File: src/hw/rtl/mpbm_pkg.sv
// ----------------------------------------------------------------------------
// Price broadcast master package
// Beat types, codes, frame constants and the CRC-16 byte step shared by the
// price broadcast master and its checker.
// ----------------------------------------------------------------------------
package mpbm_pkg;

    localparam int PRICES    = 24;
    localparam int PRICE_AW  = 5;
    localparam int HDR_LEN   = 7;
    localparam int FRAME_LEN = 57;

    localparam logic [15:0] CRC_INIT      = 16'hFFFF;
    localparam logic [15:0] CRC_POLY      = 16'hA001;
    localparam logic [15:0] TIMEOUT_RESET = 16'd40;

    localparam logic [7:0] FC_WRITE_MULTI = 8'h10;
    localparam logic [7:0] REG_COUNT      = 8'h18;
    localparam logic [7:0] BYTE_COUNT     = 8'h30;

    typedef enum logic [1:0] {
        OP_LOAD  = 2'd0,
        OP_START = 2'd1,
        OP_RX    = 2'd2,
        OP_TICK  = 2'd3
    } t_op;

    typedef enum logic [1:0] {
        KIND_TX      = 2'd0,
        KIND_OUTCOME = 2'd1,
        KIND_DONE    = 2'd2
    } t_kind;

    typedef enum logic [1:0] {
        ST_NONE    = 2'd0,
        ST_PENDING = 2'd1,
        ST_FAILED  = 2'd2,
        ST_ACKED   = 2'd3
    } t_status;

    typedef struct packed {
        t_op         op;
        logic [4:0]  slot;
        logic [7:0]  slave_id;
        logic [15:0] price;
        logic [7:0]  rx_byte;
    } t_in;

    typedef struct packed {
        t_kind       kind;
        logic [7:0]  tx_byte;
        logic [4:0]  done_slot;
        t_status     slot_status;
        logic        last;
    } t_out;

    // Modbus CRC-16, reflected polynomial, one byte.
    function automatic logic [15:0] crc_byte(input logic [15:0] crc, input logic [7:0] b);
        logic [15:0] c;
        c = crc ^ {8'h00, b};
        for (int k = 0; k < 8; k++) begin
            c = c[0] ? ((c >> 1) ^ CRC_POLY) : (c >> 1);
        end
        return c;
    endfunction

    // Price word w of the frame maps to a table entry. The first sixteen words
    // interleave positions one and two of each screen, the last eight carry
    // position three.
    function automatic logic [4:0] price_entry(input logic [4:0] w);
        logic [2:0] s;
        logic [4:0] e;
        if (w < 5'd16) begin
            s = w[3:1];
            e = 5'({s, 1'b0}) + 5'(s) + 5'(w[0]);
        end else begin
            s = w[2:0];
            e = 5'({s, 1'b0}) + 5'(s) + 5'd2;
        end
        return e;
    endfunction

endpackage

File: src/hw/rtl/mpbm_ram.sv
// ----------------------------------------------------------------------------
// Generic single-port-write RAM
// One write port and one read port with registered read data.
// ----------------------------------------------------------------------------
module mpbm_ram #(
    parameter int WIDTH = 8,
    parameter int DEPTH = 24
) (
    input  logic                                    i_clk,
    input  logic                                    i_we,
    input  logic [((DEPTH > 1) ? $clog2(DEPTH) : 1)-1:0] i_waddr,
    input  logic [WIDTH-1:0]                        i_wdata,
    input  logic                                    i_re,
    input  logic [((DEPTH > 1) ? $clog2(DEPTH) : 1)-1:0] i_raddr,
    output logic [WIDTH-1:0]                        o_rdata
);

    logic [WIDTH-1:0] r_mem [DEPTH];
    logic [WIDTH-1:0] r_rdata;

    always_ff @(posedge i_clk) begin
        if (i_we) begin
            r_mem[i_waddr] <= i_wdata;
        end
        if (i_re) begin
            r_rdata <= r_mem[i_raddr];
        end
    end

    assign o_rdata = r_rdata;

endmodule

File: src/hw/rtl/mpbm_table.sv
// ----------------------------------------------------------------------------
// Zero-initialized table
// RAM plus one valid bit per entry so that entries never loaded read as zero
// after reset. Read data shows in the cycle after the read enable and holds.
// ----------------------------------------------------------------------------
module mpbm_table #(
    parameter int WIDTH = 8,
    parameter int DEPTH = 24
) (
    input  logic                                    i_clk,
    input  logic                                    i_rst_n,
    input  logic                                    i_we,
    input  logic [((DEPTH > 1) ? $clog2(DEPTH) : 1)-1:0] i_waddr,
    input  logic [WIDTH-1:0]                        i_wdata,
    input  logic                                    i_re,
    input  logic [((DEPTH > 1) ? $clog2(DEPTH) : 1)-1:0] i_raddr,
    output logic [WIDTH-1:0]                        o_rdata
);

    logic [DEPTH-1:0] r_vld;
    logic             r_rd_vld;
    logic [WIDTH-1:0] ram_rdata;

    mpbm_ram #(
        .WIDTH (WIDTH),
        .DEPTH (DEPTH)
    ) u_ram (
        .i_clk   (i_clk),
        .i_we    (i_we),
        .i_waddr (i_waddr),
        .i_wdata (i_wdata),
        .i_re    (i_re),
        .i_raddr (i_raddr),
        .o_rdata (ram_rdata)
    );

    always_ff @(posedge i_clk) begin
        if (!i_rst_n) begin
            r_vld    <= '0;
            r_rd_vld <= 1'b0;
        end else begin
            if (i_we) begin
                r_vld[i_waddr] <= 1'b1;
            end
            if (i_re) begin
                r_rd_vld <= r_vld[i_raddr];
            end
        end
    end

    assign o_rdata = r_rd_vld ? ram_rdata : '0;

endmodule

File: src/hw/rtl/modbus_price_broadcast_master.sv
// A start, or a reply byte or tick that ends a slot, walks the slave table and
// then streams the 57-byte frame to the next used slave at one beat per cycle
// while the output is not stalled; the table walk and the frame streamer share
// one read port per table, so one item is in work at a time.
// Reset is synchronous; both tables read as zero and the timeout is 40.
// ----------------------------------------------------------------------------
// Modbus RTU price broadcast master
// Scans the slave table, sends a write-multiple-registers frame to each used
// slave and checks the eight-byte reply, reporting one outcome per used slot.
// ----------------------------------------------------------------------------
module modbus_price_broadcast_master #(
    parameter int SLOTS = 24
) (
    input  logic           i_clk,
    input  logic           i_rst_n,
    input  logic           i_in_valid,
    output logic           o_in_ready,
    input  mpbm_pkg::t_in  i_in,
    output logic           o_out_valid,
    input  logic           i_out_ready,
    output mpbm_pkg::t_out o_out,
    input  logic           i_cfg_we,
    input  logic [15:0]    i_cfg_wdata
);

    import mpbm_pkg::*;

    localparam int SAW = (SLOTS > 1) ? $clog2(SLOTS) : 1;
    localparam int PW  = $clog2(SLOTS + 1);

    typedef enum logic [2:0] {
        S_IDLE,
        S_RXCMP,
        S_OUTCOME,
        S_SKIP,
        S_SKIPCHK,
        S_HDR,
        S_PRICE,
        S_CRC
    } t_state;

    t_state      r_state, n_state;
    logic        r_active, n_active;
    logic [PW-1:0] r_ptr, n_ptr;
    logic [3:0]  r_cnt, n_cnt;
    logic [15:0] r_rcrc, n_rcrc;
    logic        r_lowok, n_lowok;
    logic [15:0] r_idle, n_idle;
    logic [15:0] r_tmo, n_tmo;
    logic [7:0]  r_rx, n_rx;
    t_status     r_status, n_status;
    logic [5:0]  r_idx, n_idx;
    logic [4:0]  r_w, n_w;
    logic [15:0] r_fcrc, n_fcrc;
    logic        r_ov, n_ov;
    t_out        r_out, n_out;

    logic              accept;
    logic              out_free;
    logic              emit;
    t_out              beat;
    logic [15:0]       idle_inc;
    logic [7:0]        fbyte;
    logic [4:0]        rd_w;

    logic              slave_we, slave_re;
    logic [7:0]        slave_rdata;
    logic              price_we, price_re;
    logic [15:0]       price_rdata;

    function automatic logic [7:0] hdr_byte(input logic [5:0] idx, input logic [7:0] sid);
        logic [7:0] b;
        case (idx)
            6'd0:    b = sid;
            6'd1:    b = FC_WRITE_MULTI;
            6'd5:    b = REG_COUNT;
            6'd6:    b = BYTE_COUNT;
            default: b = 8'h00;
        endcase
        return b;
    endfunction

    mpbm_table #(
        .WIDTH (8),
        .DEPTH (SLOTS)
    ) u_slave (
        .i_clk   (i_clk),
        .i_rst_n (i_rst_n),
        .i_we    (slave_we),
        .i_waddr (i_in.slot[SAW-1:0]),
        .i_wdata (i_in.slave_id),
        .i_re    (slave_re),
        .i_raddr (r_ptr[SAW-1:0]),
        .o_rdata (slave_rdata)
    );

    mpbm_table #(
        .WIDTH (16),
        .DEPTH (PRICES)
    ) u_price (
        .i_clk   (i_clk),
        .i_rst_n (i_rst_n),
        .i_we    (price_we),
        .i_waddr (i_in.slot[PRICE_AW-1:0]),
        .i_wdata (i_in.price),
        .i_re    (price_re),
        .i_raddr (price_entry(rd_w)),
        .o_rdata (price_rdata)
    );

    assign o_in_ready  = (r_state == S_IDLE);
    assign accept      = i_in_valid && o_in_ready;
    assign out_free    = !r_ov || i_out_ready;
    assign o_out_valid = r_ov;
    assign o_out       = r_out;
    assign idle_inc    = (r_idle == 16'hFFFF) ? r_idle : r_idle + 16'd1;

    always_comb begin
        n_state  = r_state;
        n_active = r_active;
        n_ptr    = r_ptr;
        n_cnt    = r_cnt;
        n_rcrc   = r_rcrc;
        n_lowok  = r_lowok;
        n_idle   = r_idle;
        n_tmo    = i_cfg_we ? i_cfg_wdata : r_tmo;
        n_rx     = r_rx;
        n_status = r_status;
        n_idx    = r_idx;
        n_w      = r_w;
        n_fcrc   = r_fcrc;
        n_out    = r_out;
        slave_we = 1'b0;
        slave_re = 1'b0;
        price_we = 1'b0;
        price_re = 1'b0;
        rd_w     = r_w;
        emit     = 1'b0;
        beat     = '0;
        fbyte    = 8'h00;

        case (r_state)
            S_IDLE: begin
                if (accept) begin
                    case (i_in.op)
                        OP_LOAD: begin
                            slave_we = (i_in.slot < 5'(SLOTS));
                            price_we = (i_in.slot < 5'(PRICES));
                        end
                        OP_START: begin
                            n_active = 1'b1;
                            n_ptr    = '0;
                            n_state  = S_SKIP;
                        end
                        OP_RX: begin
                            if (r_active) begin
                                n_idle = '0;
                                n_rx   = i_in.rx_byte;
                                if (r_cnt == 4'd0) begin
                                    // First byte must match the slave id now in the table.
                                    slave_re = 1'b1;
                                    n_state  = S_RXCMP;
                                end else if (r_cnt < 4'd6) begin
                                    n_rcrc = crc_byte(r_rcrc, i_in.rx_byte);
                                    n_cnt  = r_cnt + 4'd1;
                                end else if (r_cnt == 4'd6) begin
                                    n_lowok = (i_in.rx_byte == r_rcrc[7:0]);
                                    n_cnt   = 4'd7;
                                end else begin
                                    n_status = (r_lowok && i_in.rx_byte == r_rcrc[15:8]) ?
                                               ST_ACKED : ST_FAILED;
                                    n_cnt    = 4'd8;
                                    n_state  = S_OUTCOME;
                                end
                            end
                        end
                        OP_TICK: begin
                            if (r_active) begin
                                n_idle = idle_inc;
                                if (idle_inc > r_tmo) begin
                                    n_status = ST_FAILED;
                                    n_state  = S_OUTCOME;
                                end
                            end
                        end
                        default: ;
                    endcase
                end
            end
            S_RXCMP: begin
                if (r_rx == slave_rdata) begin
                    n_rcrc = crc_byte(CRC_INIT, r_rx);
                    n_cnt  = 4'd1;
                end
                n_state = S_IDLE;
            end
            S_OUTCOME: begin
                if (out_free) begin
                    emit             = 1'b1;
                    beat.kind        = KIND_OUTCOME;
                    beat.done_slot   = 5'(r_ptr);
                    beat.slot_status = r_status;
                    n_ptr            = PW'(r_ptr + 1'b1);
                    n_state          = S_SKIP;
                end
            end
            S_SKIP: begin
                if (r_ptr < PW'(SLOTS)) begin
                    slave_re = 1'b1;
                    n_state  = S_SKIPCHK;
                end else if (out_free) begin
                    emit      = 1'b1;
                    beat.kind = KIND_DONE;
                    beat.last = 1'b1;
                    n_active  = 1'b0;
                    n_state   = S_IDLE;
                end
            end
            S_SKIPCHK: begin
                if (slave_rdata == 8'h00) begin
                    n_ptr   = PW'(r_ptr + 1'b1);
                    n_state = S_SKIP;
                end else begin
                    n_cnt   = '0;
                    n_rcrc  = CRC_INIT;
                    n_lowok = 1'b0;
                    n_idle  = '0;
                    n_idx   = '0;
                    n_w     = '0;
                    n_fcrc  = CRC_INIT;
                    n_state = S_HDR;
                end
            end
            S_HDR: begin
                fbyte = hdr_byte(r_idx, slave_rdata);
                if (out_free) begin
                    emit         = 1'b1;
                    beat.tx_byte = fbyte;
                    n_fcrc       = crc_byte(r_fcrc, fbyte);
                    n_idx        = r_idx + 6'd1;
                    if (r_idx == 6'(HDR_LEN - 1)) begin
                        // Fetch the first price word while the byte count goes out.
                        price_re = 1'b1;
                        rd_w     = '0;
                        n_state  = S_PRICE;
                    end
                end
            end
            S_PRICE: begin
                // Price bytes start at an odd position, so odd positions carry the high byte.
                fbyte = r_idx[0] ? price_rdata[15:8] : price_rdata[7:0];
                if (out_free) begin
                    emit         = 1'b1;
                    beat.tx_byte = fbyte;
                    n_fcrc       = crc_byte(r_fcrc, fbyte);
                    n_idx        = r_idx + 6'd1;
                    if (!r_idx[0]) begin
                        if (r_w == 5'(PRICES - 1)) begin
                            n_state = S_CRC;
                        end else begin
                            n_w      = r_w + 5'd1;
                            rd_w     = r_w + 5'd1;
                            price_re = 1'b1;
                        end
                    end
                end
            end
            S_CRC: begin
                fbyte = r_idx[0] ? r_fcrc[7:0] : r_fcrc[15:8];
                if (out_free) begin
                    emit         = 1'b1;
                    beat.tx_byte = fbyte;
                    beat.last    = !r_idx[0];
                    n_idx        = r_idx + 6'd1;
                    if (r_idx == 6'(FRAME_LEN - 1)) begin
                        n_state = S_IDLE;
                    end
                end
            end
            default: n_state = S_IDLE;
        endcase

        if (emit) begin
            n_ov  = 1'b1;
            n_out = beat;
        end else if (i_out_ready) begin
            n_ov = 1'b0;
        end else begin
            n_ov = r_ov;
        end
    end

    always_ff @(posedge i_clk) begin
        if (!i_rst_n) begin
            r_state  <= S_IDLE;
            r_active <= 1'b0;
            r_ptr    <= '0;
            r_cnt    <= '0;
            r_rcrc   <= CRC_INIT;
            r_lowok  <= 1'b0;
            r_idle   <= '0;
            r_tmo    <= TIMEOUT_RESET;
            r_ov     <= 1'b0;
        end else begin
            r_state  <= n_state;
            r_active <= n_active;
            r_ptr    <= n_ptr;
            r_cnt    <= n_cnt;
            r_rcrc   <= n_rcrc;
            r_lowok  <= n_lowok;
            r_idle   <= n_idle;
            r_tmo    <= n_tmo;
            r_ov     <= n_ov;
        end
        r_rx     <= n_rx;
        r_status <= n_status;
        r_idx    <= n_idx;
        r_w      <= n_w;
        r_fcrc   <= n_fcrc;
        r_out    <= n_out;
    end

endmodule

File: config.mk
export PLATFORM = sky130hd
export DESIGN_NAME = modbus_price_broadcast_master
export DESIGN_NICKNAME = d
export VERILOG_FILES = /design/src/hw/rtl/mpbm_pkg.sv /design/src/hw/rtl/mpbm_ram.sv /design/src/hw/rtl/mpbm_table.sv /design/src/hw/rtl/modbus_price_broadcast_master.sv
export SDC_FILE = /design/constraint.sdc
export NUM_CORES = 1
export LEC_CHECK = 0
export BUFFER_PORTS_ARGS = -buffer_cell sky130_fd_sc_hd__buf_2
export CORE_MARGIN = 1
export CORE_UTILIZATION = 50
export CTS_BUF_LIST = sky130_fd_sc_hd__clkbuf_16
export DETAILED_ROUTE_END_ITERATION = 12
export HOLD_SLACK_MARGIN = 0.03
export PLACE_DENSITY = 0.69
export SLEW_MARGIN = 0
export SYNTH_ARGS = -nofsm -noshare
export SYNTH_HDL_FRONTEND = slang
export SYNTH_SLANG_ARGS = --single-unit
File: constraint.sdc
create_clock -name i_clk -period 4 [get_ports i_clk]
set_clock_uncertainty 0.05 [all_clocks]
set_input_delay 0.2 -clock i_clk [delete_from_list [all_inputs] [get_ports i_clk]]
set_output_delay 0.2 -clock i_clk [all_outputs]
set_load 0.01 [all_outputs]
==> reports/results.ini <==
[clocking]
cts_root_buffer = clkbuf_16
h-tree-depth = 3
cts_made_buffers = 79
clockBufferDepth = 3
insertion_delay_ps = 640
clock-sinks = 767
cts_tree = built
clk_pin_slew_ps = 60

[logic_synthesis]
avgSynthCellArea_um2 = 15.17
yosysTopAreaCell = edfxtp_1
ys_warn_count = 0
syn_inst = 2181
yosysTopAreaCellShare_pct = 59.34
synth_area_mm2 = 0.03309
synthesis.nets = 2280
synth_cell_types = 87
synth_edf_count = 654
async_flop_share_pct = 0
ys_ff_latch = 767
synth_area_leaders = edfxtp_1 (59%), dfxtp_1 (6.8%), mux4_2 (6.4%)
ys_seq_area_share_pct = 66.18
yosys_most_used_dff = edfxtp_1

[route]
dr_total_vias = 19940
dr.pass1.iters = 5
wl_um = 81470
wl_per_cell_um = 24.43
first_iter_violations = 2086
ant_nets = 0
via_per_inst = 5.979
drc = 0

[layout]
drive_above_1_share_pct = 21.10
post-route-util_pct = 59.91
final_cells = 3335
areaGrowthSynthToFinish_pct = 17.55
final_area_mm2 = 0.03890
nets = 2518

[global_route]
track_usage_pct = 24.13
gr-total-overflow = 0
grt_max_degree = 89
grt_pass1_wl_um = 121600
grt_pass1_vias = 20100
antenna_found_initial = 1

[floorplan]
core.rowCount = 93
ios = 80
die_h_um = 259.3
die_width_um = 259.3
initial_core_util_pct = 50.97
core_area_mm2 = 0.06493
dieArea_mm2 = 0.06722

[power]
comb_power_share_pct = 14.1
pwr-share-clk_pct = 37.7
switchingPower_mw = 4.673
p_sw_share_pct = 24.95
internal-power_mw = 14.06
power.leakage_nw = 12.92
powerDensity_mw_per_mm2 = 481.5
peakVddDrop_v = 0.0003413
p_seq_share_pct = 48.2

[timing]
fmax_mhz = 243.8
tightest_slew_ps = 1116
hold_violations = 0
period_share_pct = 102.6
setup_viol = 15
finalWorstSetupSlack_ps = -102.6
maxSlewViolCount = 0
period_needed_ps = 4103
rsz0062_at_grt = yes
hold_slack_ps = 48.42
relSlewSlack_pct = 25.57

[setup_path]
cp.required_ps = 4330
path_max_fanout = 11
crit_type = reg -> reg
critical_path_arrival_ps = 4430
end_kind = flip-flop
r2r_cells = 16
cp-start-kind = flip-flop

[placement]
placed_area_mm2 = 0.03544
dp.cells = 3122
io_buffers = 79
gp_congestion = 0.8718
dp_hpwl_um = 50010

[min_path]
whs_path_depth = 3
hp-class = in -> reg

[outcome]
status = finished with violations
violations = negative setup slack

[job]
drv_cap = 0

[registers in the layout, indices dropped and copies added (netlist names), 3 cells and up]
register,count
r_w,5
u_price.u_ram.o_rdata,16
u_price.u_ram.r_mem,384
r_ptr,5
r_fcrc,16
r_rx,8
r_cnt,4
r_rcrc,16
u_slave.u_ram.r_mem,192
u_slave.u_ram.o_rdata,8
o_out,18
r_state,3
u_price.r_vld,24
r_idx,6
r_tmo,16
r_idle,16
u_slave.r_vld,24
[through the flow]
step | power [mW] | setup TNS [ps] | setup slack (ps)
after floorplan | 10.94 | 0 | 0.5842
after global placement | 11.67 | -280.7 | -116.3
after detailed placement | 11.70 | -1113 | -170.8
after CTS | 18.79 | -47.49 | -18.23
after global routing | 19.39 | -3866 | -265.1
final | 18.73 | -864.3 | -102.6
[logic make-up after synthesis]
family | count (synthesis) | synth area share, %
adder cells (fa/ha/maj) | 39 | 1.497
flip-flops | 767 | 66.18
AO/OA/AOI/OAI | 330 | 6.979
multiplexers | 308 | 12.92
XOR/XNOR | 116 | 3.093
buffers and inverters | 157 | 2.336
AND/OR/NAND/NOR | 464 | 6.994
[cells in the mapped netlist (15+ instances only)]
cell and n:
a211oi_1 49, a21oi_1 50, a22oi_1 18, a311oi_1 15, buf_2 21, clkbuf_1 65, dfxtp_1 113, edfxtp_1 654
ha_1 38, inv_1 33, mux2i_1 200, mux4_2 94, nand2_1 133, nand3_1 38, nor2_1 113, nor2b_1 39
nor3_1 26, nor3b_1 16, o211ai_1 15, o21a_1 54, o21ai_0 30, o22ai_1 39, xnor2_1 82, xor2_1 33
[area by class of cell]
type | count | area (um2)
Fill cell | 4866 | 26030
Sequential cell | 767 | 21910
Multi-Input combinational cell | 1257 | 10770
Timing Repair Buffer | 280 | 2536
Clock buffer | 81 | 2027
Tap cell | 855 | 1070
Clock inverter | 60 | 460.4
Inverter | 34 | 127.6
Antenna cell | 1 | 2.502
[what timing repair did]
action / 4_1_cts / 5_1_grt
cloned: 2 / 5
endpoints found under the setup margin: 14 / 18
pin swaps: 0 / 6
gates resized for setup: 9 / 30
hold buffers: 53 / 0
endpoints found under the hold margin: 604 / 0
buffers inserted: 5 / 7
[power by group through the flow]
| stage | combinational (mW) | sequential, mW | clock, mW |
|---|---|---|---|
| after floorplan | 1.81 | 9.13 | 0 |
| after global placement | 2.47 | 9.19 | 0 |
| after detailed placement | 2.50 | 9.20 | 0 |
| after CTS | 2.59 | 9.03 | 7.17 |
| after global routing | 2.87 | 9.05 | 7.47 |
| final | 2.65 | 9.03 | 7.06 |
[metal layers]
layer | GRT usage (%) | up-vias | wire length, um
li1 | - | 8912 | -
met4 | 8.170 | 0 | 2623
met5 | 0 | - | 0
met1 | 32.12 | 10180 | 34250
met3 | 3.905 | 160 | 4840
met2 | 40.38 | 688 | 39750
[path summary, 6_finish.rpt]
kind	startpoint	endpoint	slack [ps]
worst max-delay path	r_w[1]	u_price.u_ram.o_rdata[12]	-100
worst min-delay path	i_cfg_we	r_tmo[3]	50
worst max register to register	r_w[1]	u_price.u_ram.o_rdata[12]	-100
worst min register to register	u_slave.r_vld[23]	u_slave.r_vld[23]	410
[cell usage in the layout (no fill, tap or decap), drive strengths merged, types with 39 or more instances in the layout]
| master | count |
|---|---|
| dlygate4sd3 | 53 |
| inv | 54 |
| mux2i | 200 |
| a211oi | 49 |
| nor2b | 39 |
| edfxtp | 654 |
| a21oi | 52 |
| o21a | 54 |
| dfxtp | 113 |
| xnor2 | 82 |
| buf | 221 |
| o22ai | 39 |
| clkbuf | 86 |
| nand2 | 134 |
| mux4 | 94 |
| nor2 | 116 |
[critical path, cell delays in order, from the launching register on]
cell	delay, ps
edfxtp_1	390
ha_2	200
and4b_1	220
nor3_2	240
buf_4	160
a21oi_1	70
nor2_1	160
ha_2	230
inv_2	40
fa_1	490
a21boi_4	180
nor2_4	230
buf_4	190
clkbuf_16	190
mux4_2	520
o22ai_2	190
a211oi_1	90
(Power assumes the default switching activity.)
